`src/psm_pkg.sv`:
```
// ----------------------------------------------------------------------------
// psm_pkg
// Shared types, signature tables and helpers of the payload signature matcher.
// ----------------------------------------------------------------------------
package psm_pkg;

  localparam int MaxSigLen = 14;
  localparam int HistDepth = MaxSigLen - 1;
  localparam int NumPhp    = 8;
  localparam int NumXss    = 6;

  localparam int ByteW  = 8;
  localparam int CountW = 16;

  localparam logic [CountW-1:0] ScanLimitReset = 16'd2048;
  localparam logic [CountW-1:0] CountMax       = 16'hFFFF;

  // signature text, last char in the low byte: byte k is k positions before the newest
  localparam logic [ByteW*MaxSigLen-1:0] PhpSigs [NumPhp] = '{
    "eval(", {"base64", "_decode("}, "system(", "passthru(",
    "exec(", {"shell", "_exec("}, "popen(", {"proc", "_open("}
  };
  localparam int PhpLens [NumPhp] = '{5, 14, 7, 9, 5, 11, 6, 10};

  localparam logic [ByteW*MaxSigLen-1:0] XssSigs [NumXss] = '{
    "<script>", "javascript:", "onerror=", "onload=", "<img", "alert("
  };
  localparam int XssLens [NumXss] = '{8, 11, 8, 7, 4, 6};

  typedef enum logic [1:0] {
    THREAT_NONE   = 2'd0,
    THREAT_PHP    = 2'd1,
    THREAT_SCRIPT = 2'd2
  } threat_class_e;

  localparam logic [4:0] PenaltyPhp  = 5'd25;
  localparam logic [4:0] PenaltyXss  = 5'd10;
  localparam logic [4:0] PenaltyNone = 5'd0;

  typedef struct packed {
    logic [NumPhp-1:0] php;
    logic [NumXss-1:0] xss;
  } hits_t;

  typedef struct packed {
    threat_class_e threat_class;
    logic [2:0]    signature_index;
    logic          critical;
    logic [4:0]    reputation_penalty;
  } result_t;

  // ascii upper case to lower case, other bytes unchanged
  function automatic logic [ByteW-1:0] fold(input logic [ByteW-1:0] c);
    logic [ByteW-1:0] r;
    r = c;
    if (c >= 8'h41 && c <= 8'h5A) begin
      r = c + 8'd32;
    end
    return r;
  endfunction

endpackage

```
`src/psm_in_if.sv`:
```
// ----------------------------------------------------------------------------
// psm_in_if
// Payload byte channel: one item is one payload byte plus its end marker.
// ----------------------------------------------------------------------------
interface psm_in_if;
  logic       valid;
  logic       ready;
  logic [7:0] payload_byte;
  logic       last_byte;

  modport source (output valid, output payload_byte, output last_byte, input ready);
  modport sink   (input valid, input payload_byte, input last_byte, output ready);
endinterface

```
`src/psm_out_if.sv`:
```
// ----------------------------------------------------------------------------
// psm_out_if
// Verdict channel: one item per packet.
// ----------------------------------------------------------------------------
interface psm_out_if;
  logic       valid;
  logic       ready;
  logic [1:0] threat_class;
  logic [2:0] signature_index;
  logic       critical;
  logic [4:0] reputation_penalty;

  modport source (output valid, output threat_class, output signature_index,
                  output critical, output reputation_penalty, input ready);
  modport sink   (input valid, input threat_class, input signature_index,
                  input critical, input reputation_penalty, output ready);
endinterface

```
`src/psm_window_match.sv`:
```
// ----------------------------------------------------------------------------
// psm_window_match
// Parallel comparators: which signatures end at the newest byte of the window.
// ----------------------------------------------------------------------------
module psm_window_match (
  input  logic [psm_pkg::ByteW-1:0] win_i [psm_pkg::MaxSigLen],
  output psm_pkg::hits_t            hits_o
);

  always_comb begin
    hits_o = '0;
    for (int i = 0; i < psm_pkg::NumPhp; i++) begin
      hits_o.php[i] = 1'b1;
      for (int k = 0; k < psm_pkg::MaxSigLen; k++) begin
        if (k < psm_pkg::PhpLens[i] &&
            win_i[k] != psm_pkg::PhpSigs[i][psm_pkg::ByteW*k +: psm_pkg::ByteW]) begin
          hits_o.php[i] = 1'b0;
        end
      end
    end
    // xss compare is case-insensitive
    for (int i = 0; i < psm_pkg::NumXss; i++) begin
      hits_o.xss[i] = 1'b1;
      for (int k = 0; k < psm_pkg::MaxSigLen; k++) begin
        if (k < psm_pkg::XssLens[i] &&
            psm_pkg::fold(win_i[k]) !=
              psm_pkg::XssSigs[i][psm_pkg::ByteW*k +: psm_pkg::ByteW]) begin
          hits_o.xss[i] = 1'b0;
        end
      end
    end
  end

endmodule

```
`src/psm_verdict.sv`:
```
// ----------------------------------------------------------------------------
// psm_verdict
// Priority pick of the first php signature, else the first xss signature.
// ----------------------------------------------------------------------------
module psm_verdict (
  input  psm_pkg::hits_t   flags_i,
  output psm_pkg::result_t result_o
);

  always_comb begin
    result_o = '{threat_class:       psm_pkg::THREAT_NONE,
                 signature_index:    3'd0,
                 critical:           1'b0,
                 reputation_penalty: psm_pkg::PenaltyNone};
    if (flags_i.php != '0) begin
      result_o.threat_class       = psm_pkg::THREAT_PHP;
      result_o.critical           = 1'b1;
      result_o.reputation_penalty = psm_pkg::PenaltyPhp;
      // descending scan so the lowest set bit wins
      for (int i = psm_pkg::NumPhp - 1; i >= 0; i--) begin
        if (flags_i.php[i]) begin
          result_o.signature_index = 3'(i);
        end
      end
    end else if (flags_i.xss != '0) begin
      result_o.threat_class       = psm_pkg::THREAT_SCRIPT;
      result_o.reputation_penalty = psm_pkg::PenaltyXss;
      for (int i = psm_pkg::NumXss - 1; i >= 0; i--) begin
        if (flags_i.xss[i]) begin
          result_o.signature_index = 3'(i);
        end
      end
    end
  end

endmodule

```
`src/payload_signature_matcher_top.sv`:
```
// ----------------------------------------------------------------------------
// payload_signature_matcher_top
// Scans the leading bytes of each packet payload for php-shell and xss
// signatures and gives one verdict item on the last byte.
// ----------------------------------------------------------------------------
// the verdict of a last byte held in stage 0 is registered into the output register as that byte leaves
// throughput: 1 byte per cycle, set by the history/flag update; a last byte waits while the verdict slot is busy
// a verdict waiting in the output register does not block non-last bytes
// reset: async active low; clears history, hit flags, byte count and valids,
// scan_limit returns to 2048
module payload_signature_matcher_top (
  input  logic                        clk_i,
  input  logic                        rst_ni,
  input  logic                        cfg_we_i,
  input  logic [psm_pkg::CountW-1:0]  cfg_wdata_i,
  psm_in_if.sink                      in_i,
  psm_out_if.source                   out_o
);

  // configuration
  logic [psm_pkg::CountW-1:0] scan_limit_q;

  // input register stage
  logic                      s0_valid_q, s0_valid_d;
  logic [psm_pkg::ByteW-1:0] s0_byte_q;
  logic                      s0_last_q;

  // per-packet scan state
  logic [psm_pkg::ByteW-1:0]  hist_q [psm_pkg::HistDepth];
  logic [psm_pkg::ByteW-1:0]  hist_d [psm_pkg::HistDepth];
  psm_pkg::hits_t             flags_q, flags_d;
  logic [psm_pkg::CountW-1:0] seen_q, seen_d;

  // result register
  logic             out_valid_q, out_valid_d;
  psm_pkg::result_t out_res_q;

  logic [psm_pkg::ByteW-1:0] win [psm_pkg::MaxSigLen];
  psm_pkg::hits_t            hits;
  psm_pkg::hits_t            flags_upd;
  psm_pkg::result_t          verdict;
  logic                      out_free;
  logic                      s0_fire;
  logic                      examine;
  logic                      in_fire;

  // the held byte leaves stage 0 unless it is a last byte and the verdict slot is busy
  assign out_free   = !out_valid_q || out_o.ready;
  assign s0_fire    = s0_valid_q && (!s0_last_q || out_free);
  assign in_i.ready = !s0_valid_q || s0_fire;
  assign in_fire    = in_i.valid && in_i.ready;
  assign examine    = seen_q < scan_limit_q;

  // sliding window: newest byte first, then history
  always_comb begin
    win[0] = s0_byte_q;
    for (int k = 1; k < psm_pkg::MaxSigLen; k++) begin
      win[k] = hist_q[k-1];
    end
  end

  psm_window_match u_match (
    .win_i  (win),
    .hits_o (hits)
  );

  // flags including this byte feed the verdict so a signature ending on the last byte counts
  assign flags_upd = examine ? (flags_q | hits) : flags_q;

  psm_verdict u_verdict (
    .flags_i  (flags_upd),
    .result_o (verdict)
  );

  always_comb begin
    hist_d  = hist_q;
    flags_d = flags_q;
    seen_d  = seen_q;
    if (s0_fire) begin
      if (s0_last_q) begin
        // end of packet: start the next one clean
        for (int k = 0; k < psm_pkg::HistDepth; k++) begin
          hist_d[k] = '0;
        end
        flags_d = '0;
        seen_d  = '0;
      end else begin
        flags_d = flags_upd;
        if (examine) begin
          hist_d[0] = s0_byte_q;
          for (int k = 1; k < psm_pkg::HistDepth; k++) begin
            hist_d[k] = hist_q[k-1];
          end
        end
        if (seen_q != psm_pkg::CountMax) begin
          seen_d = seen_q + 16'd1;
        end
      end
    end
  end

  always_comb begin
    s0_valid_d = s0_valid_q;
    if (in_fire) begin
      s0_valid_d = 1'b1;
    end else if (s0_fire) begin
      s0_valid_d = 1'b0;
    end
    out_valid_d = out_valid_q;
    if (s0_fire && s0_last_q) begin
      out_valid_d = 1'b1;
    end else if (out_o.ready) begin
      out_valid_d = 1'b0;
    end
  end

  always_ff @(posedge clk_i or negedge rst_ni) begin
    if (!rst_ni) begin
      scan_limit_q <= psm_pkg::ScanLimitReset;
      s0_valid_q   <= 1'b0;
      out_valid_q  <= 1'b0;
      flags_q      <= '0;
      seen_q       <= '0;
      for (int k = 0; k < psm_pkg::HistDepth; k++) begin
        hist_q[k] <= '0;
      end
    end else begin
      if (cfg_we_i) begin
        scan_limit_q <= cfg_wdata_i;
      end
      s0_valid_q  <= s0_valid_d;
      out_valid_q <= out_valid_d;
      flags_q     <= flags_d;
      seen_q      <= seen_d;
      hist_q      <= hist_d;
    end
  end

  // payload registers
  always_ff @(posedge clk_i) begin
    if (in_fire) begin
      s0_byte_q <= in_i.payload_byte;
      s0_last_q <= in_i.last_byte;
    end
    if (s0_fire && s0_last_q) begin
      out_res_q <= verdict;
    end
  end

  assign out_o.valid              = out_valid_q;
  assign out_o.threat_class       = out_res_q.threat_class;
  assign out_o.signature_index    = out_res_q.signature_index;
  assign out_o.critical           = out_res_q.critical;
  assign out_o.reputation_penalty = out_res_q.reputation_penalty;

endmodule

```
`src/flat_wrapper.sv`:
```
// flat-port wrapper written by rule: the top's interface ports become plain ports
module payload_signature_matcher_top_flat 
  (clk_i, rst_ni, cfg_we_i, cfg_wdata_i, in_i_valid, in_i_payload_byte, in_i_last_byte, in_i_ready, out_o_valid, out_o_threat_class, out_o_signature_index, out_o_critical, out_o_reputation_penalty, out_o_ready);
  psm_in_if in_i_i ();
  psm_out_if out_o_i ();
  input  logic clk_i;
  input  logic rst_ni;
  input  logic cfg_we_i;
  input  logic [psm_pkg::CountW-1:0] cfg_wdata_i;
  input wire logic [$bits(in_i_i.valid)-1:0] in_i_valid;
  input wire logic [$bits(in_i_i.payload_byte)-1:0] in_i_payload_byte;
  input wire logic [$bits(in_i_i.last_byte)-1:0] in_i_last_byte;
  output wire logic [$bits(in_i_i.ready)-1:0] in_i_ready;
  output wire logic [$bits(out_o_i.valid)-1:0] out_o_valid;
  output wire logic [$bits(out_o_i.threat_class)-1:0] out_o_threat_class;
  output wire logic [$bits(out_o_i.signature_index)-1:0] out_o_signature_index;
  output wire logic [$bits(out_o_i.critical)-1:0] out_o_critical;
  output wire logic [$bits(out_o_i.reputation_penalty)-1:0] out_o_reputation_penalty;
  input wire logic [$bits(out_o_i.ready)-1:0] out_o_ready;
  assign in_i_i.valid = in_i_valid;
  assign in_i_i.payload_byte = in_i_payload_byte;
  assign in_i_i.last_byte = in_i_last_byte;
  assign in_i_ready = in_i_i.ready;
  assign out_o_valid = out_o_i.valid;
  assign out_o_threat_class = out_o_i.threat_class;
  assign out_o_signature_index = out_o_i.signature_index;
  assign out_o_critical = out_o_i.critical;
  assign out_o_reputation_penalty = out_o_i.reputation_penalty;
  assign out_o_i.ready = out_o_ready;
  payload_signature_matcher_top u_core (.clk_i(clk_i), .rst_ni(rst_ni), .cfg_we_i(cfg_we_i), .cfg_wdata_i(cfg_wdata_i), .in_i(in_i_i), .out_o(out_o_i));
endmodule
```
`config.mk`:
```
export PLATFORM = sky130hd
export DESIGN_NAME = payload_signature_matcher_top_flat
export DESIGN_NICKNAME = d
export VERILOG_FILES = /design/src/psm_pkg.sv /design/src/psm_in_if.sv /design/src/psm_out_if.sv /design/src/psm_window_match.sv /design/src/psm_verdict.sv /design/src/payload_signature_matcher_top.sv /design/src/flat_wrapper.sv
export SDC_FILE = /design/constraint.sdc
export NUM_CORES = 1
export LEC_CHECK = 0
export BUFFER_PORTS_ARGS = -buffer_cell sky130_fd_sc_hd__clkbuf_2
export CORE_MARGIN = 1
export CORE_UTILIZATION = 55
export DETAILED_ROUTE_END_ITERATION = 8
export HOLD_SLACK_MARGIN = 0.05
export PLACE_DENSITY = 0.73
export SKIP_LAST_GASP = 1
export SYNTH_ARGS = -nofsm -noshare
export SYNTH_HDL_FRONTEND = slang
export SYNTH_SLANG_ARGS = --single-unit
```
`constraint.sdc`:
```
create_clock -name clk_i -period 4.1 [get_ports clk_i]
set_input_delay 0.41 -clock clk_i [delete_from_list [all_inputs] [get_ports clk_i]]
set_output_delay 0.41 -clock clk_i [all_outputs]
set_load 0.01 [all_outputs]
```
# After elaboration in Yosys (flattened, before gate mapping)
# Index checks and enable logic that the tools add are counted.
# W data, S select, Z words.
dict set report word_totals {
  output_inout_bits 13
  word_cells 305
  reg_bits 172
  inputBits 30
}
dict set report op_classes {
  order_cmp 23
  reduce_logical 28
  eq_ne 82
  n_bitwise 1
  n_addsub 12
  n_mux 134
}
# op count
set op_table {}
lappend op_table {{$ne A8 B7 Y1 const B} 72}
lappend op_table {{$mux W104} 2}
lappend op_table {{$mux W1} 100}
lappend op_table {{$add A8 B6 Y8 const B} 11}
lappend op_table {{$ge A8 B7 Y1 const B} 11}
lappend op_table {{$le A8 B7 Y1 const B} 11}
lappend op_table {{$mux W8} 11}
lappend op_table {{$ne A8 B6 Y1 const B} 9}
lappend op_table {{$mux W3} 15}
lappend op_table {{$mux W16} 2}
lappend op_table {{$mux W14} 2}
lappend op_table {{$add A16 B1 Y16 const B} 1}
lappend op_table {{$lt A16 B16 Y1} 1}
lappend op_table {{$ne A16 B16 Y1 const B} 1}
lappend op_table {{$logic_and A1 B1 Y1} 14}
lappend op_table {{$or A14 B14 Y14} 1}
lappend op_table {{$reduce_bool A2 Y1} 4}
lappend op_table {{$reduce_bool A8 Y1} 1}
lappend op_table {{$reduce_bool A6 Y1} 1}
lappend op_table {{$mux W5} 1}
lappend op_table {{$mux W4} 1}
lappend op_table {{$reduce_and A2 Y1} 2}
lappend op_table {{$logic_not A1 Y1} 3}
lappend op_table {{$logic_or A1 B1 Y1} 3}

# Depth between registers and ports, before layout
dict set report depth {
  word_depth 26
  mapped_depth 12
  ltp_nobuf 11
}

# Modules after synthesis
# A second synthesis with hierarchy kept.
dict set report hier_totals {
  hier_cells 1035
  area_unflattened_um2 10377.5
}
# mod n_inst cells_each area_per_inst_um2
set modules_own_cells {}
lappend modules_own_cells {payload_signature_matcher_top 1 753 8470.6}
lappend modules_own_cells {psm_window_match 1 251 1687.9}
lappend modules_own_cells {psm_verdict 1 31 219.0}

# Least setup slack after synthesis
# OpenSTA, ideal clock, no wires.
dict set report synth_timing {
  path_type {reg-to-reg}
  startpoint {register u_core.scan_limit_q[11] (netlist name)}
  endpoint {register u_core.out_res_q (netlist bit u_core.out_o.signature_index[1]) (data pin)}
  t_required_ns 3.948
  path_stages_with_launch 12
  t_arrival_ns 3.185
  path_buffers 0
  path_slack_ns 0.764
  period_less_slack_ns 3.336
  setup_ns 0.152
  path_cell_list {dfstp_2 inv_1 ha_1 a21oi_1 o21ai_0 a2111oi_1 o21ai_0 or3_1 a22oi_2 or4b_1 a211o_1 a31oi_1}
}
# element line_no
set synth_rtl {}
lappend synth_rtl {{start, declared} payload_signature_matcher_top.sv:21} ;# logic [psm_pkg::CountW-1:0] scan_limit_q;
lappend synth_rtl {{start signal, assigned} payload_signature_matcher_top.sv:119} ;# scan_limit_q <= psm_pkg::ScanLimitReset;
lappend synth_rtl {{start signal, assigned} payload_signature_matcher_top.sv:129} ;# scan_limit_q <= cfg_wdata_i;
lappend synth_rtl {{end signal, assigned} payload_signature_matcher_top.sv:146} ;# out_res_q <= verdict;
lappend synth_rtl {{end, declared} payload_signature_matcher_top.sv:36} ;# psm_pkg::result_t out_res_q;

==> flow_summary.yaml <==
synthesis:
  syn-cell-area_um2: 8580
  synthXorXnorAreaFrac_pct: 0.918
  synth_top_area_share_pct: 44.0
  netlist_instances: 830
  synth_compound_area_share_pct: 19.2
  synth_top_family_by_area: "simple AND/OR/NAND/NOR gates"
  yosys.area.top_type: "dfrtp_1"
  synth.most_common_cell: "dfrtp_1"
  synth_seq_cells: 168
  synthTopCellsByArea: "dfrtp_1, a22o_1, edfxtp_1"
  syn_nets: 887
  synthAdderAreaFrac_pct: 3.94
  synth_edf_count: 16
  yosysSeqAreaShare_pct: 49.9
  synth_area_per_cell_um2: 10.3
  synth_ff_type: "dfrtp_1"
  yosys.area_share.simple_pct: 21.7
  async_reset_ff_share_pct: 90.5
  netlist_top_cells_count: "dfrtp_1, a22o_1, nand2_1"
  synth.distinct_cells: 71
  synthMuxAreaShare_pct: 0.262
  ys_warn_count: 0
worst_setup_path:
  crit_slowest_cell: "a2111oi_2"
  required_ns: 4.38
  end_kind: "flop"
  cpPeakStageDelay_ns: 0.63
  path_max_fanout: 4
  critPathLaunchType: "flop"
  crit_chain: "inv_1, ha_1, a21oi_1, o21ai_0, a2111oi_2, o21ai_0, or3_1, a22oi_2, or4b_1, a211o_1, a31oi_1"
  path_common_cell: "o21ai_0"
  crit_arrival_ns: 3.90
  worstSetupPathType: "reg2reg"
floorplan:
  boundaryPins: 43
  initial_core_util_pct: 56.5
  row_count: 45
  die-width_um: 127
  dieArea_um2: 16100
  die_y_um: 127
  core_area_um2: 15200
final_layout:
  multi_input_area_um2: 3980
  drive_gt1_share_pct: 11.6
  register_area_um2: 4290
  antenna_cells: 0
  finalNetCount: 907
  nFillCells: 1231
  stdcell_area_um2: 9500
  area_growth_pct: 10.7
sta:
  holdWs_ns: 0.111
  skew_ns: 0.00911
  fin_crit_ns: 3.62
  fin_crit_sh_pct: 88.4
  slew_headroom_pct: 27.8
  hold_viol: 0
  clock.fmax_ghz: 0.276
  slew_viol_final: 0
  tightest_slew_ns: 1.08
  fin_setup_tns_ns: 0
  setup-violations-final: 0
  rsz0062_at_grt: "false"
global_route:
  grt_pass1_vias: 6731
  antenna_found_initial: 0
  grt_overflow_total: 0
  grt_pass1_wl_um: 37200
  grt_usage_pct: 30.2
  grt_start_max_net_pins: 107
worst_hold_path:
  hold_path_class: "in2async"
route:
  routed-wl-met3_um: 1720
  route.detailed.drc: 0
  viasPerCell: 6.70
  routed.top_layer: "met4"
  wl_um: 22800
  dr.pass1.iters: 5
  vias: 7042
  wl_per_cell_um: 21.7
  wl_met1_um: 10100
  detail-route-antenna-nets: 0
  wl_met2_um: 10400
  drtIter0Drc: 601
cts:
  clock_sinks: 168
  clkTransAtPathRegs_ns: 0.07
  clock_path_buffers: 2
  cts_buffers: 17
  cts_tree: "yes"
  insertion_delay_ns: 0.44
  ctsRootBufferMaster: "clkbuf_16"
  htreeDepth: 4
status:
  outcome: "complete, no violations"
placement:
  gp_congestion: 0.964
  dp_hpwl_um: 15800
  port_buffers: 41
  place_area_um2: 8920
pwr:
  power_leakage_nw: 4.21
  vdd_ir_drop_max_uv: 309
  power.density_nw_per_um2: 392
run:
  drv_cap: 0
-- power breakdown --
group / internal (mW) / switching (mW)
clock: 0.879 / 0.664
combinational: 0.127 / 0.206
sequential: 1.75 / 0.104
total: 2.75 / 0.974
-- placed cells by master (no fill, tap or decap), types with 3 or more instances in the layout --
cell       synthesis  layout
a22o_1           104     104
ha_1              27      27
edfxtp_1          16      16
and2_1             6       5
and4_1             3       3
nor2b_1           18      18
and3_1             5       5
nor4bb_1          16      16
or3_1              9       9
nand3b_1           6       6
nand4_1           26      26
a211oi_1           3       3
clkbuf_8           0       4
a31oi_1            3       3
nand4b_1           6       6
xor2_1             9       9
nand3_1           25      25
nor4_1            18      18
o21a_1             4       4
or4_1              9       9
a21oi_1           24      24
nor3b_1           10      10
buf_4              4       9
inv_1             35      35
or2_2              3       3
nand2_1           58      58
nor4b_1           12      12
a41oi_1            3       3
and3b_1            4       4
clkbuf_2           0      40
nor3_1            15      15
o211a_1            4       4
clkbuf_16          0      18
dfrtp_1          151     151
nor2_1            53      53
nand2b_1           5       5
o21ai_0           41      41
o22ai_1            5       5
-- per-stage QoR --
| step | cells | power, mW | setup WS [ns] | utilization (%) |
|---|---|---|---|---|
| 2_1_floorplan | 830 | 2.06 | 0.764 | - |
| 3_3_place_gp | 1019 | 2.19 | 0.438 | 58.7 |
| 3_5_place_dp | 1019 | 2.21 | 0.260 | 58.7 |
| 4_1_cts | 1051 | 3.74 | 0.237 | 62.5 |
| 5_1_grt | 1051 | 3.87 | 0.125 | 62.5 |
| 6_report | 1051 | 3.73 | 0.476 | 62.5 |
-- registers in the layout, summed over array words and instances, names as in the netlist --
name                             cells
u_core.flags_q                      14
u_core.hist_q                      104
u_core.out_o.critical                1
u_core.out_o.reputation_penalty      2
u_core.out_o.signature_index         3
u_core.out_o.threat_class            1
u_core.out_o.valid                   1
u_core.s0_byte_q                     8
u_core.s0_last_q                     1
u_core.s0_valid_q                    1
u_core.scan_limit_q                 16
u_core.seen_q                       16
-- area by class of cell --
type,instances,share of cell area (%)
multi-input cells,576,41.8
flip-flops and latches,168,45.1
inverters,36,1.42
repair buffers,51,3.15
well taps,188,2.48
clock inverters,8,0.606
clock buffers,24,5.40
-- layer usage --
metal / up-vias / track usage [%]
li1: 3190 / -
met1: 3474 / 43.0
met2: 323 / 44.6
met3: 55 / 7.42
met4: 0 / 11.8
met5: - / 0
-- cells by family (layout without fill, tap and decap cells) --
group                      Yosys count  in the layout
AOI/OAI and AO/OA                  219            219
and+or+nand+nor                    318            318
other                                1              1
DFF                                168            168
buffers and inverters               86            119
muxes                                2              2
xor gates and xnor gates             9              9
adders and majority gates           27             27
-- path summary, 6_finish.rpt --
check,slack (ns),end,depth (start not counted),from
max,0.48,u_core.out_o.signature_index[1]$_DFFE_PP_,11,u_core.scan_limit_q[11]$_DFFE_PN1P_
min,0.11,u_core.hist_q[6]$_DFFE_PN0P_,1,rst_ni
max reg2reg,0.48,u_core.out_o.signature_index[1]$_DFFE_PP_,11,u_core.scan_limit_q[11]$_DFFE_PN1P_
min reg2reg,0.50,u_core.hist_q[1]$_DFFE_PN0P_,1,u_core.hist_q[1]$_DFFE_PN0P_
max in group asynchronous,3.05,u_core.seen_q[5]$_DFFE_PN0P_,2,rst_ni
min in group clk_i,0.15,u_core.s0_byte_q[4]$_DFFE_PP_,1,in_i_payload_byte[4]
-- repair_timing --
item | CTS | global route
endpoints found under the setup margin | 0 | 1
hold buffers | 0 | 0
gates resized for setup | 0 | 1
hold endpoints to repair | 0 | 0
setup buffers | 0 | 0
-- worst max-delay path: cells and delay by family (launching register included) --
kind                     cells  cell delay (ns)
AO/OA/AOI/OAI                7             1.72
AND/OR/NAND/NOR              2             0.89
flip-flops                   1             0.52
adder cells (fa/ha/maj)      1             0.30
buffers and inverters        1             0.04
(Power assumes the default switching activity.)
